[config.mk]
export PLATFORM = sky130hd
export DESIGN_NAME = bitmap_first_fit_allocator
export DESIGN_NICKNAME = d
export VERILOG_FILES = /design/src/design/bfa_pkg.sv /design/src/design/bfa_ram.sv /design/src/design/bfa_first_zero.sv /design/src/design/bitmap_first_fit_allocator.sv
export SDC_FILE = /design/constraint.sdc
export NUM_CORES = 2
export LEC_CHECK = 0
export ABC_CLOCK_PERIOD_IN_PS = 19700
export BUFFER_PORTS_ARGS = -buffer_cell sky130_fd_sc_hd__clkbuf_2
export CELL_PAD_IN_SITES_DETAIL_PLACEMENT = 1
export CELL_PAD_IN_SITES_GLOBAL_PLACEMENT = 2
export CORE_MARGIN = 2
export CORE_UTILIZATION = 25
export DETAILED_ROUTE_END_ITERATION = 7
export PLACE_DENSITY_LB_ADDON = 0.15
export SETUP_SLACK_MARGIN = 0.3
export SYNTH_ARGS = -nofsm -noshare
export SYNTH_HDL_FRONTEND = slang
export SYNTH_SLANG_ARGS = --single-unit
[constraint.sdc]
create_clock -name i_clk -period 19.7 [get_ports i_clk]
set_input_delay 1.97 -clock i_clk [delete_from_list [all_inputs] [get_ports i_clk]]
set_output_delay 1.97 -clock i_clk [all_outputs]
set_load 0.005 [all_outputs]
[src/design/bfa_pkg.sv]
// ============================================================================
// bfa_pkg
// Types and constants shared by the bitmap first-fit allocator.
// ============================================================================
`default_nettype none

package bfa_pkg;

    localparam int MAP_ENTRIES_DEF = 4096;
    localparam int WORD_BITS_DEF   = 64;

    localparam int IDX_W   = 12;
    localparam int COUNT_W = 13;
    localparam int STAT_W  = 2;

    typedef enum logic [0:0] {
        CMD_ALLOC = 1'b0,
        CMD_FREE  = 1'b1
    } t_cmd;

    typedef enum logic [STAT_W-1:0] {
        ST_DONE     = 2'd0,
        ST_FULL     = 2'd1,
        ST_BAD_FREE = 2'd2
    } t_status;

    typedef struct packed {
        t_cmd             cmd;
        logic [IDX_W-1:0] entry_index;
    } t_req;

    typedef struct packed {
        t_status            status;
        logic [IDX_W-1:0]   granted_index;
        logic [COUNT_W-1:0] used_count;
    } t_rsp;

endpackage

`default_nettype wire

[src/design/bfa_ram.sv]
// ============================================================================
// bfa_ram
// Generic single-write, single-read RAM with registered read data.
// ============================================================================
`default_nettype none

module bfa_ram #(
    parameter int WIDTH = 64,
    parameter int DEPTH = 64
) (
    input  wire logic                                        i_clk,
    input  wire logic                                        i_we,
    input  wire logic [((DEPTH > 1) ? $clog2(DEPTH) : 1)-1:0] i_waddr,
    input  wire logic [WIDTH-1:0]                            i_wdata,
    input  wire logic [((DEPTH > 1) ? $clog2(DEPTH) : 1)-1:0] i_raddr,
    output logic      [WIDTH-1:0]                            o_rdata
);

    logic [WIDTH-1:0] r_mem [DEPTH];

    always_ff @(posedge i_clk) begin
        if (i_we) begin
            r_mem[i_waddr] <= i_wdata;
        end
        o_rdata <= r_mem[i_raddr];
    end

endmodule

`default_nettype wire

[src/design/bfa_first_zero.sv]
// ============================================================================
// bfa_first_zero
// Priority encoder: position of the lowest clear bit of one map word.
// ============================================================================
`default_nettype none

module bfa_first_zero #(
    parameter int WORD_BITS = 64
) (
    input  wire logic [WORD_BITS-1:0]         i_word,
    output logic                              o_found,
    output logic [$clog2(WORD_BITS)-1:0]      o_bit
);

    localparam int BIT_W = $clog2(WORD_BITS);

    always_comb begin
        o_found = 1'b0;
        o_bit   = '0;
        for (int b = WORD_BITS - 1; b >= 0; b--) begin
            if (!i_word[b]) begin
                o_found = 1'b1;
                o_bit   = BIT_W'(b);
            end
        end
    end

endmodule

`default_nettype wire

[src/design/bitmap_first_fit_allocator.sv]
// ============================================================================
// bitmap_first_fit_allocator
// First-fit bitmap allocator: occupancy words in a RAM, read-modify-write.
//
//   channel   signals                 direction  notes
//   request   start, busy, i_req      in         taken when start && !busy
//   response  o_valid, o_rsp          out        one-cycle strobe, no stall
//
// Allocate: words are read from the lowest word that may hold a clear bit
// (one RAM read per cycle) up to the first word with a clear bit.
// Free: index split into word and bit, RAM read, check and write.
// Free of an out-of-range index: answered from idle, no RAM access.
// After reset the RAM is cleared one word per cycle, all MAP_WORDS words, with
// busy high. The response appears the cycle after the item's last step.
// ============================================================================
`default_nettype none

module bitmap_first_fit_allocator #(
    parameter int MAP_ENTRIES = bfa_pkg::MAP_ENTRIES_DEF,
    parameter int WORD_BITS   = bfa_pkg::WORD_BITS_DEF
) (
    input  wire logic          i_clk,
    input  wire logic          i_rst_n,
    input  wire logic          start,
    output logic               busy,
    input  wire bfa_pkg::t_req i_req,
    output logic               o_valid,
    output bfa_pkg::t_rsp      o_rsp
);

    localparam int MAP_WORDS  = (MAP_ENTRIES + WORD_BITS - 1) / WORD_BITS;
    localparam int AW         = (MAP_WORDS > 1) ? $clog2(MAP_WORDS) : 1;
    localparam int BW         = $clog2(WORD_BITS);
    localparam int CW         = $clog2(MAP_ENTRIES + 1);
    localparam int IW         = $clog2(MAP_WORDS * WORD_BITS);
    localparam int XW         = bfa_pkg::IDX_W;
    localparam int RECIP      = (1 << XW) / WORD_BITS;
    localparam int RW         = $clog2(RECIP + 1);
    localparam int PW         = XW + RW;
    localparam int LAST_VALID = MAP_ENTRIES - (MAP_WORDS - 1) * WORD_BITS;
    localparam logic [WORD_BITS-1:0] LAST_PAD = {WORD_BITS{1'b1}} << LAST_VALID;
    localparam logic [AW-1:0]        LAST_WORD = AW'(MAP_WORDS - 1);

    typedef enum logic [5:0] {
        S_CLEAR = 6'b000001,
        S_IDLE  = 6'b000010,
        S_SCAN  = 6'b000100,
        S_FDIV  = 6'b001000,
        S_FRD   = 6'b010000,
        S_FCHK  = 6'b100000
    } t_state;

    t_state             r_state, n_state;
    logic [XW-1:0]      r_idx, n_idx;
    logic [RW-1:0]      r_q, n_q;
    logic [AW-1:0]      r_addr, n_addr;
    logic [BW-1:0]      r_bit, n_bit;
    logic [AW-1:0]      r_low, n_low;
    logic [CW-1:0]      r_count, n_count;
    logic               r_valid, n_valid;
    bfa_pkg::t_rsp      r_rsp, n_rsp;

    logic [AW-1:0]        rd_addr;
    logic                 we;
    logic [WORD_BITS-1:0] wdata;
    logic [WORD_BITS-1:0] rdata;
    logic [WORD_BITS-1:0] scan_word;
    logic                 zero_found;
    logic [BW-1:0]        zero_bit;
    logic [PW-1:0]        prod;
    logic [XW:0]          q_times_wb;
    logic [XW-1:0]        rem;
    logic [RW:0]          fword;
    logic [XW-1:0]        fbit;
    logic [IW-1:0]        granted;
    logic                 out_of_range;

    bfa_ram #(
        .WIDTH (WORD_BITS),
        .DEPTH (MAP_WORDS)
    ) u_map (
        .i_clk   (i_clk),
        .i_we    (we),
        .i_waddr (r_addr),
        .i_wdata (wdata),
        .i_raddr (rd_addr),
        .o_rdata (rdata)
    );

    assign scan_word = rdata | ((r_addr == LAST_WORD) ? LAST_PAD : '0);

    bfa_first_zero #(
        .WORD_BITS (WORD_BITS)
    ) u_find (
        .i_word  (scan_word),
        .o_found (zero_found),
        .o_bit   (zero_bit)
    );

    // index to word/bit: reciprocal estimate, then one correction step
    assign prod       = PW'(r_idx) * PW'(RECIP);
    assign q_times_wb = (XW + 1)'(r_q) * (XW + 1)'(WORD_BITS);
    assign rem        = r_idx - q_times_wb[XW-1:0];

    always_comb begin
        if (rem >= XW'(WORD_BITS)) begin
            fword = (RW + 1)'(r_q) + 1'b1;
            fbit  = rem - XW'(WORD_BITS);
        end else begin
            fword = (RW + 1)'(r_q);
            fbit  = rem;
        end
    end

    assign granted      = IW'(r_addr) * IW'(WORD_BITS) + IW'(zero_bit);
    assign out_of_range = 32'(i_req.entry_index) >= 32'(MAP_ENTRIES);

    always_comb begin
        n_state = r_state;
        n_idx   = r_idx;
        n_q     = r_q;
        n_addr  = r_addr;
        n_bit   = r_bit;
        n_low   = r_low;
        n_count = r_count;
        n_valid = 1'b0;
        n_rsp   = r_rsp;
        rd_addr = r_addr;
        we      = 1'b0;
        wdata   = '0;

        unique case (r_state)
            S_CLEAR: begin
                we     = 1'b1;
                n_addr = r_addr + 1'b1;
                if (r_addr == LAST_WORD) begin
                    n_state = S_IDLE;
                    n_low   = '0;
                end
            end
            S_IDLE: begin
                rd_addr = r_low;
                if (start) begin
                    n_idx = i_req.entry_index;
                    if (i_req.cmd == bfa_pkg::CMD_ALLOC) begin
                        n_addr  = r_low;
                        n_state = S_SCAN;
                    end else if (out_of_range) begin
                        n_valid             = 1'b1;
                        n_rsp.status        = bfa_pkg::ST_BAD_FREE;
                        n_rsp.granted_index = '0;
                        n_rsp.used_count    = bfa_pkg::COUNT_W'(r_count);
                    end else begin
                        n_state = S_FDIV;
                    end
                end
            end
            S_SCAN: begin
                rd_addr = r_addr + 1'b1;
                if (zero_found) begin
                    we                  = 1'b1;
                    wdata               = rdata | (WORD_BITS'(1) << zero_bit);
                    n_low               = r_addr;
                    n_count             = r_count + 1'b1;
                    n_valid             = 1'b1;
                    n_rsp.status        = bfa_pkg::ST_DONE;
                    n_rsp.granted_index = bfa_pkg::IDX_W'(granted);
                    n_rsp.used_count    = bfa_pkg::COUNT_W'(r_count + 1'b1);
                    n_state             = S_IDLE;
                end else if (r_addr == LAST_WORD) begin
                    n_valid             = 1'b1;
                    n_rsp.status        = bfa_pkg::ST_FULL;
                    n_rsp.granted_index = '0;
                    n_rsp.used_count    = bfa_pkg::COUNT_W'(r_count);
                    n_state             = S_IDLE;
                end else begin
                    n_addr = r_addr + 1'b1;
                end
            end
            S_FDIV: begin
                n_q     = prod[PW-1:XW];
                n_state = S_FRD;
            end
            S_FRD: begin
                n_addr  = AW'(fword);
                n_bit   = BW'(fbit);
                rd_addr = AW'(fword);
                n_state = S_FCHK;
            end
            S_FCHK: begin
                n_valid             = 1'b1;
                n_rsp.granted_index = '0;
                n_state             = S_IDLE;
                if (rdata[r_bit]) begin
                    we               = 1'b1;
                    wdata            = rdata & ~(WORD_BITS'(1) << r_bit);
                    n_count          = r_count - 1'b1;
                    n_rsp.status     = bfa_pkg::ST_DONE;
                    n_rsp.used_count = bfa_pkg::COUNT_W'(r_count - 1'b1);
                    if (r_addr < r_low) begin
                        n_low = r_addr;
                    end
                end else begin
                    n_rsp.status     = bfa_pkg::ST_BAD_FREE;
                    n_rsp.used_count = bfa_pkg::COUNT_W'(r_count);
                end
            end
            default: begin
                n_state = S_CLEAR;
                n_addr  = '0;
            end
        endcase
    end

    always_ff @(posedge i_clk) begin
        if (!i_rst_n) begin
            r_state <= S_CLEAR;
            r_addr  <= '0;
            r_low   <= '0;
            r_count <= '0;
            r_valid <= 1'b0;
        end else begin
            r_state <= n_state;
            r_addr  <= n_addr;
            r_low   <= n_low;
            r_count <= n_count;
            r_valid <= n_valid;
        end
    end

    always_ff @(posedge i_clk) begin
        r_idx <= n_idx;
        r_q   <= n_q;
        r_bit <= n_bit;
        r_rsp <= n_rsp;
    end

    assign busy    = (r_state != S_IDLE);
    assign o_valid = r_valid;
    assign o_rsp   = r_rsp;

endmodule

`default_nettype wire
After elaboration in Yosys (flattened, before gate mapping). Memories as Yosys holds them, arrays and structs flattened. A register that Yosys moved wholly into a read port is not among the register bits. Index checks and enable logic that the tools add are counted.

Input port bits: 16. Bits in writable memories: 4096. Logic and storage cells: 219. Output and inout bits: 29. Memories: 1. Register bits: 83.

Memories: u_map.r_mem (words 64, bits a word 64, rd ports 1, clocked after memory_dff 1, write ports 1, RTL line bfa_ram.sv:19) `logic [WIDTH-1:0] r_mem [DEPTH];`.

Equality and inequality tests: 17. Magnitude comparators: 3. Add/subtract/negate cells: 7. Shifts and indexed selects: 2. Mux-type cells: 166. Bitwise operators: 4. Reduce and logical (&&, ||, !) cells: 8.

Operators with widths (number): $mux W6 (77); $mux W64 (2); $pmux W64 S2 (1); $shl A1 B6 Y64 const A (2); $mux W1 (71); $and A64 B64 Y64 (1); $not A64 Y64 (1); $or A64 B64 Y64 (1); $mux W27 (2); $pmux W27 S2 (1); $pmux W6 S3 (2); $pmux W6 S6 (1); $pmux W6 S5 (1); $mux W13 (2); $pmux W13 S2 (1); $ne A2 B2 Y1 const B (7); $add A13 B1 Y13 const B (1); $sub A13 B1 Y13 const B (1); $add A12 B6 Y12 (1); $add A6 B1 Y6 const B (2); $eq A6 B6 Y1 const B (2); $ge A12 B7 Y1 const B (1); $sub A12 B12 Y12 (1); $reduce_and A5 Y1 (2); 21 further kinds (23).

Logic depth before layout (Yosys ltp).
Word-level depth: 68. Gate-level depth with buffers: 19.

Cells and area by module. A second synthesis with hierarchy kept.

Cells, all modules: 7552. Area total of the unflattened synthesis: 163702.0 um2.

By module, submodules not included: bfa_ram (area each 156348.7 um2, cells an instance 6598, seq. area each 124279.2 um2, times used 1); bitmap_first_fit_allocator (area each 6535.0 um2, cells an instance 810, seq. area each 2172.1 um2, times used 1); bfa_first_zero (area each 818.3 um2, cells an instance 144, seq. area each 0.0 um2, times used 1).

Worst setup path after synthesis. No wires, ideal clock.

Path kind: register to register. From: register r_bit[1]. To: memory u_map.r_mem[63][0] (enable). Clock period less this slack: 6.809 ns. Setup time: 0.565 ns. Arrival time: 6.244 ns. Setup slack: 12.891 ns. Buffers on the path: 2. Cell stages (with the launch flop): 9. Path through: edfxtp_1 > buf_2 > buf_2 > mux4_2 > mux4_2 > mux4_2 > nand2_1 > and3_1 > nor3_1.

Cells in the longest elaborated chain, start to end: 6.

RTL lines: start, declared (RTL line bitmap_first_fit_allocator.sv:57) `logic [BW-1:0] r_bit, n_bit;`; start signal, assigned (RTL line bitmap_first_fit_allocator.sv:234) `r_bit <= n_bit;`; $bmux W1 S6 (RTL line bitmap_first_fit_allocator.sv:194) `if (rdata[r_bit]) begin`; $mux W1 (implied by the code) (RTL line bitmap_first_fit_allocator.sv:194); $mux W1 (RTL line bitmap_first_fit_allocator.sv:194); $pmux W1 S3 (RTL line bitmap_first_fit_allocator.sv:132) `unique case (r_state)`; $mux W1 (RTL line bfa_ram.sv:22) `if (i_we) begin`; $mux W1 (implied by the code) (RTL line bfa_ram.sv:23) `r_mem[i_waddr] <= i_wdata;`; end, declared (RTL line bfa_ram.sv:19).

No other way between the ends. The select of a mux whose other input is x is not followed.

Worst setup path in the final report.
From: register r_state[1]. To: register u_map.o_rdata[42], read port of u_map.r_mem.

Cells in the longest elaborated chain, start to end: 2. Elaborated cells between the ends (all ways): 4. Those cells by class: eq/ne (3); mux (1).

RTL lines: start, declared (RTL line bitmap_first_fit_allocator.sv:53) `t_state r_state, n_state;`; start signal, assigned (RTL line bitmap_first_fit_allocator.sv:223) `r_state <= n_state;`; $eq A6 B5 Y1, or another cell as far along (RTL line bitmap_first_fit_allocator.sv:132); $pmux W6 S3 (*) (RTL line bitmap_first_fit_allocator.sv:132); end, declared (RTL line bfa_ram.sv:16) `output logic [WIDTH-1:0] o_rdata`.

Mark *: on every way between the ends. The rest lies on a longest branch, timed or not. A chain may end at the register's enable or synchronous reset.

==> results.json <==
{
  "grt_pass1_wl_um": 880000,
  "synth.distinct_cells": 78,
  "syn-num-nets": 8687,
  "routabilityCongestion": 0.807,
  "track_usage": 0.193,
  "worstSetupEndpointType": "flip-flop",
  "syn_area_um2": 165000,
  "cts.hold.buffers_added": 0,
  "startpoint_type": "flip-flop",
  "ios": 45,
  "wire_per_inst_um": 36.5,
  "crit_buf_inv": 5,
  "fp.dieArea_um2": 667000,
  "rows": 298,
  "synth_edf_count": 4147,
  "setup_viol": 0,
  "synth_seq_cells": 4243,
  "critPathKind": "flip-flop to flip-flop",
  "path_clk_slew_ns": 0.06,
  "die_w_um": 817,
  "rsz0062_at_grt": "no",
  "hpwlAfterDp_um": 353000,
  "p_leak_uw": 0.0574,
  "power.total_uw": 19700,
  "synth-seq-area-share": 0.766,
  "synth_area_leaders": "edfxtp_1 (75%), mux4_2 (9.9%), mux2i_1 (2.0%)",
  "status": "complete, no violations",
  "clock-sinks": 4243,
  "nFillCells": 66832,
  "critPathMaxFanout": 76,
  "finalSetupTns_ns": 0,
  "min_path_type": "flip-flop to flip-flop",
  "grt_pass1_vias": 94429,
  "dpl_worst_slack_ns": 11.82,
  "seqPwrFrac": 0.507,
  "synth_top_area_share": 0.754,
  "ys.flop_type": "edfxtp_1",
  "worstPathRequired_ns": 20.65,
  "grt_max_degree": 139,
  "grt.overflow.total": 0,
  "avgSynthCellArea_um2": 19.1,
  "io_buffers": 44,
  "fp.dieH_um": 817,
  "pwr-share-clk": 0.446,
  "p_int_uw": 15200,
  "cts_tree": "yes",
  "first_pass_iters": 5,
  "vias": 92243,
  "layout_commonest_cell": "edfxtp_1",
  "ys_warn_count": 0,
  "cap_viol_max_count": 0,
  "cts_resized": 0,
  "hold_violations": 0,
  "post-route-period-util": 0.389,
  "final_nets": 8985,
  "async_reset_ff_frac": 0,
  "slowest_stage": "buf_4",
  "maxSlewHeadroom": 0.143,
  "first_iter_violations": 10824,
  "tightest_slew_ns": 1.29,
  "slew_viol_final": 0,
  "viasPerCell": 5.11,
  "power_frac_comb": 0.047,
  "finalCriticalPeriod_ns": 7.67,
  "fin_worst_skew_ns": 0.122,
  "root_buffer": "clkbuf_16",
  "mostFrequentLayoutCells": "edfxtp_1 (4147), mux4_2 (725), clkbuf_16 (472)",
  "synth_cells": 8656,
  "start_util": 0.251,
  "power.switching_uw": 4510,
  "clock_latency_ns": 1.10,
  "layout-drive-gt1-share": 0.217,
  "cts_buffers": 469,
  "drc": 0,
  "cts_setup_buffers": 0,
  "critPathTopFamily": "buffers and inverters",
  "ant_nets": 0,
  "syn2layout_area_growth_pct": 16.9,
  "htree_levels": 5,
  "setup_slack_ns": 12.03,
  "antenna_found_initial": 70,
  "crit_arrival_ns": 8.62,
  "cp_slowest_stage_delay_ns": 0.92,
  "cts_buffer_depth": 4,
  "wirelength_um": 660000,
  "max_freq_mhz": 130,
  "ir_worst_vdd_mv": 0.0699,
  "power.density_nw_per_um2": 102,
  "synth_top_area_cell": "edfxtp_1",
  "design.core.area_um2": 658000,
  "cpMostUsedCell": "buf_4",
  "netSwitchingFraction": 0.229,
  "path_cells": "nor2_1 > nand3_2 > inv_2 > nand2_1 > a2111oi_1 > a211oi_2 > nand2_8 > buf_4 > buf_12 > buf_4 > buf_4 > mux4_2 > nor4_1 > nor4_1 > nor4b_2 > a31o_1"
}
-- worst register-to-register path, cell delays in order, from the launching register on --
cell and delay [ns]:
dfxtp_1 0.36, nor2_1 0.32, nand3_2 0.27, inv_2 0.48, nand2_1 0.19, a2111oi_1 0.53, a211oi_2 0.19, nand2_8 0.51
buf_4 0.82, buf_12 0.60, buf_4 0.86, buf_4 0.97, mux4_2 0.66, nor4_1 0.25, nor4_1 0.10, nor4b_2 0.18
a31o_1 0.23
-- synth_stat cells, types with 147 or more instances --
cell         n
o22ai_1    323
nor2_1     163
nor4_1     184
nand2_1    479
a21oi_1    412
edfxtp_1  4147
a22oi_1    330
clkbuf_1   262
nor3_1     228
mux4_2     725
mux2i_1    322
buf_2      147
-- sequential cells by signal, summed over array words and instances (netlist names), 12 cells and up --
name,count
o_rsp,27
r_count,13
r_idx,12
u_map.o_rdata,64
u_map.r_mem,4096
-- through the flow --
| step | utilization | std cells | cell area (um2) | hold slack [ns] |
|---|---|---|---|---|
| after floorplan | - | 8656 | 165000 | 0.400 |
| after global placement | 0.270 | 17182 | 178000 | 0.413 |
| after detailed placement | 0.270 | 17182 | 178000 | 0.419 |
| after CTS | 0.293 | 18058 | 193000 | 0.434 |
| after global routing | 0.293 | 18061 | 193000 | 0.445 |
| final | 0.293 | 18068 | 193000 | 0.436 |
-- per-layer routing --
| layer | wire [um] | share of wire | global-route usage | up-vias |
|---|---|---|---|---|
| met1 | 298000 | 0.45 | 0.276 | 51953 |
| met5 | 27 | 0.000041 | 0 | - |
| met2 | 314000 | 0.48 | 0.318 | 3119 |
| met3 | 36200 | 0.055 | 0.0234 | 637 |
| li1 | - | - | - | 36530 |
| met4 | 11800 | 0.018 | 0.0333 | 4 |
-- power groups by stage --
stage          combinational [uW]  sequential, uW  clock (uW)
6_report                      922            9980        8780
4_1_cts                       938            9980        9010
3_5_place_dp                  934           10200           0
3_3_place_gp                  931           10200           0
5_1_grt                       978            9980        9320
2_1_floorplan                 571           10100           0
-- final timing paths --
path,from,to,slack [ns],cells past startpoint
setup / recovery,r_state[1],u_map.o_rdata[42],12.03,16
hold / removal,r_idx[0],r_bit[0],0.44,0
setup reg to reg,r_state[1],u_map.o_rdata[42],12.03,16
hold reg to reg,r_idx[0],r_bit[0],0.44,0
-- cell families (layout without fill, tap and decap cells) --
logic type                 after synthesis  in the layout  synth area share
AOI/OAI and AO/OA                     1406           1406            0.0546
xor gates and xnor gates                27             27           0.00148
adders and majority gates               15             15           0.00118
buffers and inverters                  606           1309            0.0175
DFF                                   4243           4243             0.766
muxes                                 1047           1047             0.118
other                                    0              9                 0
and+or+nand+nor                       1312           1312            0.0414
-- final cells by class --
class / instances / area (um2) / area share
antenna: 9 / 22.5 / 0.000117
clock buffer: 636 / 12900 / 0.0668
clock inverter: 240 / 2310 / 0.0120
inverter: 42 / 158 / 0.000817
multi-input combinational: 3807 / 37000 / 0.192
sequential: 4243 / 126000 / 0.655
tap: 8700 / 10900 / 0.0564
timing repair buffer: 391 / 3280 / 0.0170
Note: power is estimated with default switching activity, not from simulation.
